<file path="config.mk">
export PLATFORM = sky130hd
export DESIGN_NAME = line_fifo_with_truncating_pop
export DESIGN_NICKNAME = d
export VERILOG_FILES = /design/src/sv/lfifo_pkg.sv /design/src/sv/lfifo_front.sv /design/src/sv/lfifo_cmdq.sv /design/src/sv/lfifo_back.sv /design/src/sv/line_fifo_with_truncating_pop.sv
export SDC_FILE = /design/constraint.sdc
export NUM_CORES = 2
export LEC_CHECK = 0
export BUFFER_PORTS_ARGS = -buffer_cell sky130_fd_sc_hd__clkbuf_2
export CORE_ASPECT_RATIO = 1.25
export CORE_MARGIN = 3
export CORE_UTILIZATION = 30
export DETAILED_ROUTE_END_ITERATION = 7
export SLEW_MARGIN = 20
export SYNTH_ARGS = -nofsm -noshare
export SYNTH_HDL_FRONTEND = slang
export SYNTH_MEMORY_MAX_BITS = 65536
export SYNTH_SLANG_ARGS = --single-unit
</file>
<file path="constraint.sdc">
create_clock -name clk -period 10.75 [get_ports clk]
set_clock_uncertainty 0.2 [all_clocks]
set_input_delay 1.075 -clock clk [delete_from_list [all_inputs] [get_ports clk]]
set_output_delay 1.075 -clock clk [all_outputs]
set_load 0.05 [all_outputs]
</file>
<file path="src/sv/lfifo_pkg.sv">
// Shared types and codes for the line FIFO with truncating pop.
`timescale 1ns / 1ps

package lfifo_pkg;

    // Item kinds on the input channel
    localparam logic KIND_PUSH = 1'b0;
    localparam logic KIND_POP  = 1'b1;

    // Result status codes
    localparam logic [1:0] STATUS_OK    = 2'd0;
    localparam logic [1:0] STATUS_PARAM = 2'd1;
    localparam logic [1:0] STATUS_FULL  = 2'd2;
    localparam logic [1:0] STATUS_EMPTY = 2'd3;

    // Widths fixed by the port fields, and upper bounds of the slot/offset ranges
    localparam int FIELD_LEN_W = 7;
    localparam int SLOT_W_MAX  = 8;
    localparam int OFF_W_MAX   = 6;

    // Command queue between front and back
    localparam int CMDQ_DEPTH = 2;
    // Streams in flight: queue entries plus the one being read out
    localparam int PEND_W     = 2;

    typedef logic [FIELD_LEN_W-1:0] len_t;
    typedef logic [SLOT_W_MAX-1:0]  slot_ext_t;
    typedef logic [OFF_W_MAX-1:0]   off_ext_t;

    // Work item handed from front to back
    typedef struct packed {
        logic      stream;   // 1: read out count bytes of slot, 0: single status result
        logic [1:0] status;
        slot_ext_t slot;
        len_t      count;
        logic      q_empty;
        logic      q_full;
    } cmd_t;

    // Line store write request from front
    typedef struct packed {
        logic      en;
        slot_ext_t slot;
        off_ext_t  off;
        logic [7:0] data;
    } mem_wr_t;

    // Result metadata travelling with a memory read
    typedef struct packed {
        logic [1:0] status;
        logic       byte_valid;
        logic       last;
        len_t       len;
        logic       q_empty;
        logic       q_full;
    } res_t;

endpackage

</file>
<file path="src/sv/lfifo_front.sv">
// Front end: accepts items, assembles lines, keeps queue pointers, issues commands.
`timescale 1ns / 1ps

module lfifo_front #(
    parameter int QUEUE_DEPTH = 8,
    parameter int LINE_BYTES  = 64
) (
    input  logic                 clk,
    input  logic                 rst_n,
    input  logic                 in_valid,
    output logic                 in_stall,
    input  logic                 kind,
    input  logic [7:0]           push_byte,
    input  logic                 push_last,
    input  logic [6:0]           pop_limit,
    output lfifo_pkg::mem_wr_t   mem_wr,
    output logic                 q_push,
    output lfifo_pkg::cmd_t      q_cmd,
    input  logic                 q_full,
    input  logic                 stream_done
);

    localparam int SLOT_W = $clog2(QUEUE_DEPTH);
    localparam int CNT_W  = $clog2(QUEUE_DEPTH + 1);
    localparam int LEN_W  = $clog2(LINE_BYTES + 1);
    localparam int OFF_W  = $clog2(LINE_BYTES);

    typedef enum logic {
        FS_IDLE,
        FS_POP
    } fstate_t;

    fstate_t                 state_reg, state_next;
    logic [SLOT_W-1:0]       read_slot_reg, read_slot_next;
    logic [SLOT_W-1:0]       write_slot_reg, write_slot_next;
    logic [CNT_W-1:0]        count_reg, count_next;
    logic [LEN_W-1:0]        off_reg, off_next;
    logic                    too_long_reg, too_long_next;
    logic                    was_full_reg, was_full_next;
    lfifo_pkg::len_t         limit_reg, limit_next;
    logic [lfifo_pkg::PEND_W-1:0] pend_reg, pend_next;

    // length memory, one entry per slot
    logic [LEN_W-1:0]        len_mem [QUEUE_DEPTH];
    logic [LEN_W-1:0]        len_rd_reg;
    logic                    len_we;

    logic                    accept;
    logic                    first_byte;
    logic                    is_full;
    logic                    was_full_eff;
    logic                    over;
    logic                    too_long_eff;
    logic [LEN_W-1:0]        off_inc;
    lfifo_pkg::len_t         len_ext;
    lfifo_pkg::len_t         pop_n;
    logic                    pend_inc;

    assign accept = in_valid && !in_stall;

    // pushes wait while any readout is pending: the freed slot may be the write slot
    assign in_stall = (state_reg != FS_IDLE) || q_full
                      || ((kind == lfifo_pkg::KIND_PUSH) && (pend_reg != '0));

    assign first_byte   = (off_reg == '0) && !too_long_reg;
    assign is_full      = (count_reg == CNT_W'(QUEUE_DEPTH));
    assign was_full_eff = first_byte ? is_full : was_full_reg;
    assign over         = (off_reg >= LEN_W'(LINE_BYTES));
    assign too_long_eff = too_long_reg || over;
    assign off_inc      = off_reg + 1'b1;

    assign len_ext = lfifo_pkg::len_t'(len_rd_reg);
    assign pop_n   = (len_ext < limit_reg) ? len_ext : limit_reg;

    always_comb
    begin
        state_next      = state_reg;
        read_slot_next  = read_slot_reg;
        write_slot_next = write_slot_reg;
        count_next      = count_reg;
        off_next        = off_reg;
        too_long_next   = too_long_reg;
        was_full_next   = was_full_reg;
        limit_next      = limit_reg;
        pend_inc        = 1'b0;
        len_we          = 1'b0;
        q_push          = 1'b0;
        q_cmd           = '0;
        mem_wr          = '0;

        unique case (state_reg)
            FS_IDLE:
            begin
                if (accept && (kind == lfifo_pkg::KIND_PUSH))
                begin
                    mem_wr.en   = !over && !was_full_eff;
                    mem_wr.slot = lfifo_pkg::slot_ext_t'(write_slot_reg);
                    mem_wr.off  = lfifo_pkg::off_ext_t'(off_reg[OFF_W-1:0]);
                    mem_wr.data = push_byte;
                    if (push_last)
                    begin
                        q_push = 1'b1;
                        if (too_long_eff)
                        begin
                            q_cmd.status = lfifo_pkg::STATUS_PARAM;
                        end
                        else if (was_full_eff)
                        begin
                            q_cmd.status = lfifo_pkg::STATUS_FULL;
                        end
                        else
                        begin
                            q_cmd.status    = lfifo_pkg::STATUS_OK;
                            len_we          = 1'b1;
                            write_slot_next = (write_slot_reg == SLOT_W'(QUEUE_DEPTH - 1))
                                              ? '0 : write_slot_reg + 1'b1;
                            count_next      = count_reg + 1'b1;
                        end
                        off_next      = '0;
                        too_long_next = 1'b0;
                        was_full_next = 1'b0;
                    end
                    else
                    begin
                        off_next      = over ? off_reg : off_inc;
                        too_long_next = too_long_eff;
                        was_full_next = was_full_eff;
                    end
                end
                else if (accept)
                begin
                    limit_next = pop_limit;
                    state_next = FS_POP;
                end
            end
            FS_POP:
            begin
                // length of the head line was read at the accept edge
                state_next = FS_IDLE;
                q_push     = 1'b1;
                if (limit_reg == '0)
                begin
                    q_cmd.status = lfifo_pkg::STATUS_PARAM;
                end
                else if (count_reg == '0)
                begin
                    q_cmd.status = lfifo_pkg::STATUS_EMPTY;
                end
                else
                begin
                    q_cmd.status   = lfifo_pkg::STATUS_OK;
                    q_cmd.stream   = 1'b1;
                    q_cmd.slot     = lfifo_pkg::slot_ext_t'(read_slot_reg);
                    q_cmd.count    = pop_n;
                    pend_inc       = 1'b1;
                    read_slot_next = (read_slot_reg == SLOT_W'(QUEUE_DEPTH - 1))
                                     ? '0 : read_slot_reg + 1'b1;
                    count_next     = count_reg - 1'b1;
                end
            end
        endcase

        // flags as they stand after this step
        q_cmd.q_empty = (count_next == '0);
        q_cmd.q_full  = (count_next == CNT_W'(QUEUE_DEPTH));

        unique case ({pend_inc, stream_done})
            2'b10:   pend_next = pend_reg + 1'b1;
            2'b01:   pend_next = pend_reg - 1'b1;
            default: pend_next = pend_reg;
        endcase
    end

    always_ff @(posedge clk or negedge rst_n)
    begin
        if (!rst_n)
        begin
            state_reg      <= FS_IDLE;
            read_slot_reg  <= '0;
            write_slot_reg <= '0;
            count_reg      <= '0;
            off_reg        <= '0;
            too_long_reg   <= 1'b0;
            was_full_reg   <= 1'b0;
            limit_reg      <= '0;
            pend_reg       <= '0;
        end
        else
        begin
            state_reg      <= state_next;
            read_slot_reg  <= read_slot_next;
            write_slot_reg <= write_slot_next;
            count_reg      <= count_next;
            off_reg        <= off_next;
            too_long_reg   <= too_long_next;
            was_full_reg   <= was_full_next;
            limit_reg      <= limit_next;
            pend_reg       <= pend_next;
        end
    end

    always_ff @(posedge clk)
    begin
        if (len_we)
        begin
            len_mem[write_slot_reg] <= off_inc;
        end
        len_rd_reg <= len_mem[read_slot_reg];
    end

`ifndef NO_ASSERTIONS
    a_count_range: assert property (@(posedge clk) disable iff (!rst_n)
        count_reg <= CNT_W'(QUEUE_DEPTH))
        else $error("line count above queue depth");

    a_too_long_offset: assert property (@(posedge clk) disable iff (!rst_n)
        too_long_reg |-> (off_reg == LEN_W'(LINE_BYTES)))
        else $error("overlong line without offset held at line size");

    a_done_pending: assert property (@(posedge clk) disable iff (!rst_n)
        stream_done |-> (pend_reg != '0))
        else $error("readout finished with none pending");
`endif

endmodule

</file>
<file path="src/sv/lfifo_cmdq.sv">
// Two-entry command queue between the front end and the readout back end.
`timescale 1ns / 1ps

module lfifo_cmdq (
    input  logic            clk,
    input  logic            rst_n,
    input  logic            push,
    input  lfifo_pkg::cmd_t push_cmd,
    output logic            full,
    output logic            valid,
    output lfifo_pkg::cmd_t head_cmd,
    input  logic            pop
);

    localparam int PTR_W = $clog2(lfifo_pkg::CMDQ_DEPTH);
    localparam int CNT_W = $clog2(lfifo_pkg::CMDQ_DEPTH + 1);

    lfifo_pkg::cmd_t   ent_reg [lfifo_pkg::CMDQ_DEPTH];
    logic [PTR_W-1:0]  wp_reg, rp_reg;
    logic [CNT_W-1:0]  cnt_reg;

    assign valid    = (cnt_reg != '0);
    assign full     = (cnt_reg == CNT_W'(lfifo_pkg::CMDQ_DEPTH));
    assign head_cmd = ent_reg[rp_reg];

    always_ff @(posedge clk or negedge rst_n)
    begin
        if (!rst_n)
        begin
            wp_reg  <= '0;
            rp_reg  <= '0;
            cnt_reg <= '0;
        end
        else
        begin
            if (push)
            begin
                wp_reg <= (wp_reg == PTR_W'(lfifo_pkg::CMDQ_DEPTH - 1)) ? '0 : wp_reg + 1'b1;
            end
            if (pop)
            begin
                rp_reg <= (rp_reg == PTR_W'(lfifo_pkg::CMDQ_DEPTH - 1)) ? '0 : rp_reg + 1'b1;
            end
            unique case ({push, pop})
                2'b10:   cnt_reg <= cnt_reg + 1'b1;
                2'b01:   cnt_reg <= cnt_reg - 1'b1;
                default: cnt_reg <= cnt_reg;
            endcase
        end
    end

    always_ff @(posedge clk)
    begin
        if (push)
        begin
            ent_reg[wp_reg] <= push_cmd;
        end
    end

`ifndef NO_ASSERTIONS
    a_no_overflow: assert property (@(posedge clk) disable iff (!rst_n)
        push |-> (!full || pop))
        else $error("command queue overflow");

    a_no_underflow: assert property (@(posedge clk) disable iff (!rst_n)
        pop |-> valid)
        else $error("command queue underflow");
`endif

endmodule

</file>
<file path="src/sv/lfifo_back.sv">
// Back end: line store, byte readout pipeline and output register.
`timescale 1ns / 1ps

module lfifo_back #(
    parameter int QUEUE_DEPTH = 8,
    parameter int LINE_BYTES  = 64
) (
    input  logic               clk,
    input  logic               rst_n,
    input  lfifo_pkg::mem_wr_t mem_wr,
    input  logic               q_valid,
    input  lfifo_pkg::cmd_t    q_cmd,
    output logic               q_pop,
    output logic               stream_done,
    output logic               out_valid,
    input  logic               out_stall,
    output logic [1:0]         status,
    output logic               byte_valid,
    output logic [7:0]         out_byte,
    output logic               last,
    output logic [6:0]         delivered_length,
    output logic               queue_empty,
    output logic               queue_full
);

    localparam int SLOT_W    = $clog2(QUEUE_DEPTH);
    localparam int LEN_W     = $clog2(LINE_BYTES + 1);
    localparam int OFF_W     = $clog2(LINE_BYTES);
    localparam int MEM_DEPTH = QUEUE_DEPTH << OFF_W;
    localparam int ADDR_W    = SLOT_W + OFF_W;

    typedef enum logic {
        BS_IDLE,
        BS_STREAM
    } bstate_t;

    bstate_t            state_reg;
    logic [SLOT_W-1:0]  slot_reg;
    logic [LEN_W-1:0]   idx_reg;
    lfifo_pkg::len_t    n_reg;
    logic               empty_reg, full_reg;

    logic               v1_reg;
    lfifo_pkg::res_t    s1_reg;

    logic               out_valid_reg;
    lfifo_pkg::res_t    out_reg;
    logic [7:0]         out_byte_reg;

    logic [7:0]         line_mem [MEM_DEPTH];
    logic [7:0]         rd_data_reg;

    logic               advance;
    logic               s1_load;
    logic               rd_en;
    logic [ADDR_W-1:0]  rd_addr;
    logic [ADDR_W-1:0]  wr_addr;
    logic               final_byte;

    assign advance    = !out_valid_reg || !out_stall;
    assign s1_load    = !v1_reg || advance;
    assign rd_en      = s1_load && (state_reg == BS_STREAM);
    assign rd_addr    = {slot_reg, idx_reg[OFF_W-1:0]};
    assign wr_addr    = {mem_wr.slot[SLOT_W-1:0], mem_wr.off[OFF_W-1:0]};
    assign final_byte = ((lfifo_pkg::len_t'(idx_reg) + 1'b1) == n_reg);
    assign q_pop      = s1_load && (state_reg == BS_IDLE) && q_valid;
    assign stream_done = rd_en && final_byte;

    always_ff @(posedge clk or negedge rst_n)
    begin
        if (!rst_n)
        begin
            state_reg     <= BS_IDLE;
            slot_reg      <= '0;
            idx_reg       <= '0;
            n_reg         <= '0;
            empty_reg     <= 1'b0;
            full_reg      <= 1'b0;
            v1_reg        <= 1'b0;
            s1_reg        <= '0;
            out_valid_reg <= 1'b0;
            out_reg       <= '0;
            out_byte_reg  <= '0;
        end
        else
        begin
            if (s1_load)
            begin
                unique case (state_reg)
                    BS_STREAM:
                    begin
                        v1_reg            <= 1'b1;
                        s1_reg.status     <= lfifo_pkg::STATUS_OK;
                        s1_reg.byte_valid <= 1'b1;
                        s1_reg.last       <= final_byte;
                        s1_reg.len        <= final_byte ? n_reg : '0;
                        s1_reg.q_empty    <= empty_reg;
                        s1_reg.q_full     <= full_reg;
                        idx_reg           <= idx_reg + 1'b1;
                        if (final_byte)
                        begin
                            state_reg <= BS_IDLE;
                        end
                    end
                    BS_IDLE:
                    begin
                        if (q_valid && q_cmd.stream)
                        begin
                            v1_reg    <= 1'b0;
                            state_reg <= BS_STREAM;
                            slot_reg  <= q_cmd.slot[SLOT_W-1:0];
                            idx_reg   <= '0;
                            n_reg     <= q_cmd.count;
                            empty_reg <= q_cmd.q_empty;
                            full_reg  <= q_cmd.q_full;
                        end
                        else if (q_valid)
                        begin
                            v1_reg            <= 1'b1;
                            s1_reg.status     <= q_cmd.status;
                            s1_reg.byte_valid <= 1'b0;
                            s1_reg.last       <= 1'b1;
                            s1_reg.len        <= '0;
                            s1_reg.q_empty    <= q_cmd.q_empty;
                            s1_reg.q_full     <= q_cmd.q_full;
                        end
                        else
                        begin
                            v1_reg <= 1'b0;
                        end
                    end
                endcase
            end

            if (advance)
            begin
                out_valid_reg <= v1_reg;
                out_reg       <= s1_reg;
                out_byte_reg  <= s1_reg.byte_valid ? rd_data_reg : 8'd0;
            end
        end
    end

    always_ff @(posedge clk)
    begin
        if (mem_wr.en)
        begin
            line_mem[wr_addr] <= mem_wr.data;
        end
        if (rd_en)
        begin
            rd_data_reg <= line_mem[rd_addr];
        end
    end

    assign out_valid        = out_valid_reg;
    assign status           = out_reg.status;
    assign byte_valid       = out_reg.byte_valid;
    assign out_byte         = out_byte_reg;
    assign last             = out_reg.last;
    assign delivered_length = out_reg.len;
    assign queue_empty      = out_reg.q_empty;
    assign queue_full       = out_reg.q_full;

endmodule

</file>
<file path="src/sv/line_fifo_with_truncating_pop.sv">
// Top level of the line FIFO with truncating pop.
`timescale 1ns / 1ps

// Circular FIFO of up to QUEUE_DEPTH byte lines, each at most LINE_BYTES long.
// A push transfer carries one byte (kind=0) and push_last marks the line end; the
// line end gives one status result (ok, parameter error when the line overflowed,
// full when the queue was full at its first byte) and rejected lines are dropped.
// A pop transfer (kind=1) streams the first min(length, pop_limit) bytes of the head
// line, one result per byte, with last and delivered_length on the final byte; a zero
// limit gives a parameter error and an empty queue gives an empty status. Every result
// carries the empty and full flags as they stand after its input. Timing: push bytes
// are taken one per cycle while in_stall is low; the front takes a pop in FS_IDLE, where
// the head line's length is read from the length memory, and issues its command from
// FS_POP; the back then reads the line store at one byte per cycle, unless out_stall
// holds it, through a two-stage pipeline (registered memory read, then output register).
// Push transfers are held off (in_stall) while any readout is queued or running, since
// the slot being read may be the next one written. A status result passes through the
// command queue, the stage-one register and the output register. The output register
// lets new items be taken while a result waits on out_stall.
module line_fifo_with_truncating_pop #(
    parameter int QUEUE_DEPTH = 8,
    parameter int LINE_BYTES  = 64
) (
    input  logic       clk,
    input  logic       rst_n,
    // input channel
    input  logic       in_valid,
    output logic       in_stall,
    input  logic       kind,
    input  logic [7:0] push_byte,
    input  logic       push_last,
    input  logic [6:0] pop_limit,
    // result channel
    output logic       out_valid,
    input  logic       out_stall,
    output logic [1:0] status,
    output logic       byte_valid,
    output logic [7:0] out_byte,
    output logic       last,
    output logic [6:0] delivered_length,
    output logic       queue_empty,
    output logic       queue_full
);

    lfifo_pkg::mem_wr_t mem_wr;
    lfifo_pkg::cmd_t    front_cmd;
    lfifo_pkg::cmd_t    head_cmd;
    logic               cmd_push;
    logic               cmd_full;
    logic               cmd_valid;
    logic               cmd_pop;
    logic               stream_done;

    // front: line assembly, slot pointers, line count, pop decisions
    lfifo_front #(
        .QUEUE_DEPTH (QUEUE_DEPTH),
        .LINE_BYTES  (LINE_BYTES)
    ) u_front (
        .clk         (clk),
        .rst_n       (rst_n),
        .in_valid    (in_valid),
        .in_stall    (in_stall),
        .kind        (kind),
        .push_byte   (push_byte),
        .push_last   (push_last),
        .pop_limit   (pop_limit),
        .mem_wr      (mem_wr),
        .q_push      (cmd_push),
        .q_cmd       (front_cmd),
        .q_full      (cmd_full),
        .stream_done (stream_done)
    );

    // short queue so front and back stall independently
    lfifo_cmdq u_cmdq (
        .clk      (clk),
        .rst_n    (rst_n),
        .push     (cmd_push),
        .push_cmd (front_cmd),
        .full     (cmd_full),
        .valid    (cmd_valid),
        .head_cmd (head_cmd),
        .pop      (cmd_pop)
    );

    // back: line store and result streaming
    lfifo_back #(
        .QUEUE_DEPTH (QUEUE_DEPTH),
        .LINE_BYTES  (LINE_BYTES)
    ) u_back (
        .clk              (clk),
        .rst_n            (rst_n),
        .mem_wr           (mem_wr),
        .q_valid          (cmd_valid),
        .q_cmd            (head_cmd),
        .q_pop            (cmd_pop),
        .stream_done      (stream_done),
        .out_valid        (out_valid),
        .out_stall        (out_stall),
        .status           (status),
        .byte_valid       (byte_valid),
        .out_byte         (out_byte),
        .last             (last),
        .delivered_length (delivered_length),
        .queue_empty      (queue_empty),
        .queue_full       (queue_full)
    );

endmodule

</file>
# Word level (Yosys, flattened, before mapping)
# Memory sizes are Yosys's and may differ from the RTL's. A register that Yosys moved wholly into a read port is not among the register bits.
# Cells that the tools add are included.
classes:
  n_addsub: 12
  n_mul: 0
  div: 0
  order_cmp: 2
  eq_ne: 14
  shifts: 0
  n_mux: 64
  bitwise_logic: 8
  reduce_logical: 38
ops:
  columns: ["op", "n"]
  rows:
  - ["23-bit 2-to-1 mux", 2]
  - ["7-bit 2-to-1 mux", 5]
  - ["10-bit 2-to-1 mux", 3]
  - ["1-bit 2-to-1 mux", 27]
  - ["13-bit 2-to-1 mux", 2]
  - ["13-bit case mux with 2 select lines", 1]
  - ["4-bit 2-to-1 mux", 6]
  - ["3-bit AND reduction", 5]
  - ["7-bit by 1-bit adder with 7-bit output (second input constant)", 2]
  - ["7-bit zero test", 2]
  - ["7-bit case mux with 2 select lines", 1]
  - ["2-bit 2-to-1 mux", 6]
  - ["2-bit case mux with 2 select lines", 3]
  - ["1-bit logical AND", 10]
  - ["4-bit equality test (second input constant)", 2]
  - ["4-bit zero test", 2]
  - ["8-bit 2-to-1 mux", 1]
  - ["1-bit inverter", 8]
  - ["1-bit case mux with 2 select lines", 4]
  - ["4-bit case mux with 2 select lines", 1]
  - ["2-bit nonzero test", 4]
  - ["7-bit equality test", 1]
  - ["7-bit >= comparator (second input constant)", 1]
  - ["1-bit zero test", 7]
  - ["other kinds (16)", 32]
word_totals:
  regBits: 89
  latchBits: 0
  mem_bits_rw: 4182
  rom_bits: 0
  out_inout_bits: 23
  elab_cells: 174
  mem_count: 3
memory_table:
  columns: ["name", "depth", "word_bits", "rd", "rd_clocked_by_memory_dff", "wr", "line_no", "rtl"]
  rows:
  - ["u_back.line_mem", 512, 8, 1, 1, 1, "lfifo_back.sv:50", "logic [7:0] line_mem [MEM_DEPTH];"]
  - ["u_front.len_mem", 8, 7, 1, 1, 1, "lfifo_front.sv:44", "logic [LEN_W-1:0] len_mem [QUEUE_DEPTH];"]
  - ["u_cmdq.ent_reg", 2, 15, 1, 0, 1, "lfifo_cmdq.sv:18", "lfifo_pkg::cmd_t ent_reg [lfifo_pkg::CMDQ_DEPTH];"]

# Longest topological paths before layout
logic_depth:
  word_depth: 10
  mapped_depth: 16
  depth_no_buf: 11

# Modules after synthesis
# From an unflattened synthesis, not the netlist that was laid out.
unflattened:
  hier_cells: 8793
  hier_area_um2: 170352.1
by_module_without_submodules:
  columns: ["mod", "n_inst", "cells_each", "area_per_inst_um2"]
  rows:
  - ["lfifo_back", 1, 8365, 164271.3]
  - ["lfifo_front", 1, 350, 4443.0]
  - ["lfifo_cmdq", 1, 78, 1637.8]

# Worst setup path before layout
# OpenSTA, ideal clock, no wires.
synth_path:
  kind: "input to register"
  from: "input port kind"
  to: "memory u_back.line_mem[0][0] (data pin)"
  setup_ns: 1.538
  arrival_time_ns: 8.253
  path_slack_ns: 0.758
  cell_stages: 4
  n_path_buf: 1
  path_cell_list: "o2111ai_1 nor2_1 clkbuf_1 and2_1"
synth_lines:
  columns: ["item", "line_no", "rtl"]
  rows:
  - ["start: declaration", "line_fifo_with_truncating_pop.sv:29", "input logic kind,"]
  - ["end: declaration", "lfifo_back.sv:50", null]

==> impl_metrics.tcl <==
set metrics [dict create \
    outcome "complete, no violations" \
    htreeDepth 5 \
    hpwl_microns 293000 \
    critPathTopFamily "compound AO/OA/AOI/OAI gates" \
    drc 0 \
    start_util_pct 30.2 \
    r2r_slack_ns 4.65 \
    yosys.area_share.simple_pct 3.02 \
    async_flop_share_pct 2.08 \
    synthCells 8508 \
    die_h_microns 845 \
    clkTransAtPathRegs_ns 0.07 \
    vias 87100 \
    maxCapViolations 0 \
    crit_start "u_back.idx_reg[2]" \
    pre_cts_ws_ns 4.76 \
    place_congestion 0.851 \
    p_leak_uw 0.0611 \
    max_slew_margin_pct 16.3 \
    finalWorstSetupSlack_ns 4.65 \
    fin_area_sq_um 190000 \
    drive_gt1_share_pct 18.6 \
    row_count 307 \
    synth_most_common_cell "edfxtp_1" \
    seqCellArea_sq_um 128000 \
    crit_path_end "u_back.rd_data_reg[1]" \
    cp-end-kind "flip-flop" \
    synth_top_area_cell "edfxtp_1" \
    grt_overflow 0 \
    maxSlewViolCount 0 \
    fmax_ghz 0.164 \
    cp_max_fo 38 \
    max_stage_delay_ns 0.79 \
    yosys_warnings 0 \
    hold_viol_final 0 \
    core_sq_um 560000 \
    drtAntennaViolNets 0 \
    max-clock-path-buffers 4 \
    routed.top_layer "met5" \
    portBuffers 43 \
    fin_nets 8651 \
    synth_nets 8546 \
    largest_reg_flops 4096 \
    rsz0062_at_grt "false" \
    numCtsBuffers 392 \
    fillers 51800 \
    pin_count 44 \
    wl_microns 487000 \
    synth_edf_count 4190 \
    peakVddDrop_mv 0.181 \
    wire_per_inst_microns 29.8 \
    cp.depth 11 \
    synth_adder_area_share_pct 0.126 \
    period_needed_ns 6.10 \
    cts.sinks 4286 \
    hold_start "pop_limit[4]" \
    cts-root-buf "clkbuf_16" \
    synth-compound-area-share_pct 3.84 \
    synth_area_leaders "edfxtp_1, mux4_2, mux2i_1" \
    grt_use_total_pct 16.5 \
    syn-cell-area_sq_um 169000 \
    clock_latency_ns 0.95 \
    syn2layout_area_growth_pct 12.6 \
    cts_tree "yes" \
    synth-main-ff-cell "edfxtp_1" \
    setup_viol 0 \
    antenna_found_initial 33 \
    grt_pass1_wl_microns 683000 \
    grt_max_degree 197 \
    wl_met2_microns 238000 \
    path_cells "buf_4, nand2_4, buf_4, buf_4, o221ai_1, o22ai_1, o21ai_0, nand3_1, o31ai_1, a31oi_1, a2111oi_2" \
    r2r-start "u_back.idx_reg[2]" \
    yosysTopAreaCellShare_pct 74.5 \
    postSynthAreaPerCell_sq_um 19.8 \
    wl_met3_microns 43600 \
    synth_xor_area_share_pct 0.119 \
    hold_path_class "input port to flip-flop" \
    drtIter0Drc 10600 \
    multiInputGateArea_sq_um 37300 \
    cp_slowest_cell "o21ai_0" \
    crit_buf_inv 3 \
    ys_types 81 \
    crit_required_ns 11.31 \
    avgViaCountPerCell 5.32 \
    seq_area_frac_synth_pct 76.0 \
    worstSetupStartpointType "flip-flop" \
    final.period_utilization_pct 56.8 \
    first_pass_iters 6 \
    synth_common_cells "edfxtp_1, mux4_2, mux2i_1" \
    grt_pass1_vias 87400 \
    synth_top_family_by_area "multiplexers" \
    arrival_ns 6.66 \
    ys_seq_elements 4286 \
    placed_area_sq_um 177000 \
    tightest_slew_ns 1.26 \
    r2r_end "u_back.rd_data_reg[1]" \
    p_per_area_nw_per_um2 218 \
    m1WireLength_microns 178000 \
    critPathKind "flip-flop to flip-flop" \
    dieArea_sq_um 572000 \
    worstRegToRegCells 11 \
    crit_path_frequent_cell "buf_4" \
    fp.dieW_microns 677 \
    fin_setup_tns_ns 0 \
    worstHoldPathCells 3 \
    synthMuxAreaShare_pct 14.8 \
]
==> per-layer routing <==
metal / up-vias / GRT usage (%)
li1: 35300 / -
met1: 46200 / 20.3
met2: 4733 / 27.7
met3: 932 / 3.38
met4: 20 / 8.08
met5: - / 0
==> tightest hold or removal path: cells and delay by family <==
kind / cells / cell delay (ns)
AOI/OAI and AO/OA: 1 / 0.06
and+or+nand+nor: 1 / 0.04
buffers and inverters: 1 / 0.07
==> power breakdown <==
group,internal (uW),switching (uW)
registers,18700,240
logic,2940,5410
clock network,8030,6230
total,29600,11900
==> stage by stage <==
step	power [uW]	hold WS, ns	util (%)	cells
floorplan	24600	0.241	-	8508
global placement	27500	0.254	31.6	15600
detailed placement	27600	0.258	31.6	15600
CTS	41700	0.0385	33.9	16300
global route	42700	0.116	34.0	16300
finish	41500	0.140	34.0	16400
==> worst min path at each step <==
stage | end | slack (ns)
2_1_floorplan | u_back.queue_empty | 0.24
3_3_place_gp | u_back.byte_valid | 0.25
3_5_place_dp | u_back.byte_valid | 0.26
4_1_cts | u_front.limit_reg[4] | 0.04
5_1_grt | u_front.limit_reg[4] | 0.12
6_report | u_front.limit_reg[4] | 0.14
==> layout by cell type (no fill, tap or decap), types with 28 or more instances in the layout <==
cell type and count:
edfxtp_1 4190, mux4_2 727, mux2i_1 672, nor2_1 640, clkbuf_16 397, nand2_1 264, o221ai_1 235, buf_4 173
a21oi_1 172, o22ai_1 155, o21ai_0 134, dfrtp_1 80, clkinv_1 79, clkinv_2 67, nor3_1 63, clkbuf_1 61
mux4_1 60, nand3_1 58, bufinv_16 49, clkbuf_2 42, buf_12 28
==> cells by family after synthesis <==
group | after synthesis
fa+ha+maj | 17
xor+xnor | 23
flops | 4286
buf+inv | 562
mux | 1482
simple gates | 1203
compound gates | 935
==> area by class of cell <==
type	count	share of cell area, %
Clock inverter	246	1.43
Inverter	23	0.0540
Tap cell	7416	4.88
Sequential cell	4286	67.4
Antenna cell	15	0.0197
Multi-Input combinational cell	3660	19.6
Clock buffer	465	5.40
Timing Repair Buffer	250	1.16
==> what timing repair did <==
item,in CTS,in global routing
resized for setup,0,0
hold buffers,1,0
hold endpoints to repair,37,0
setup buffers,0,0
(Power assumes the default switching activity.)
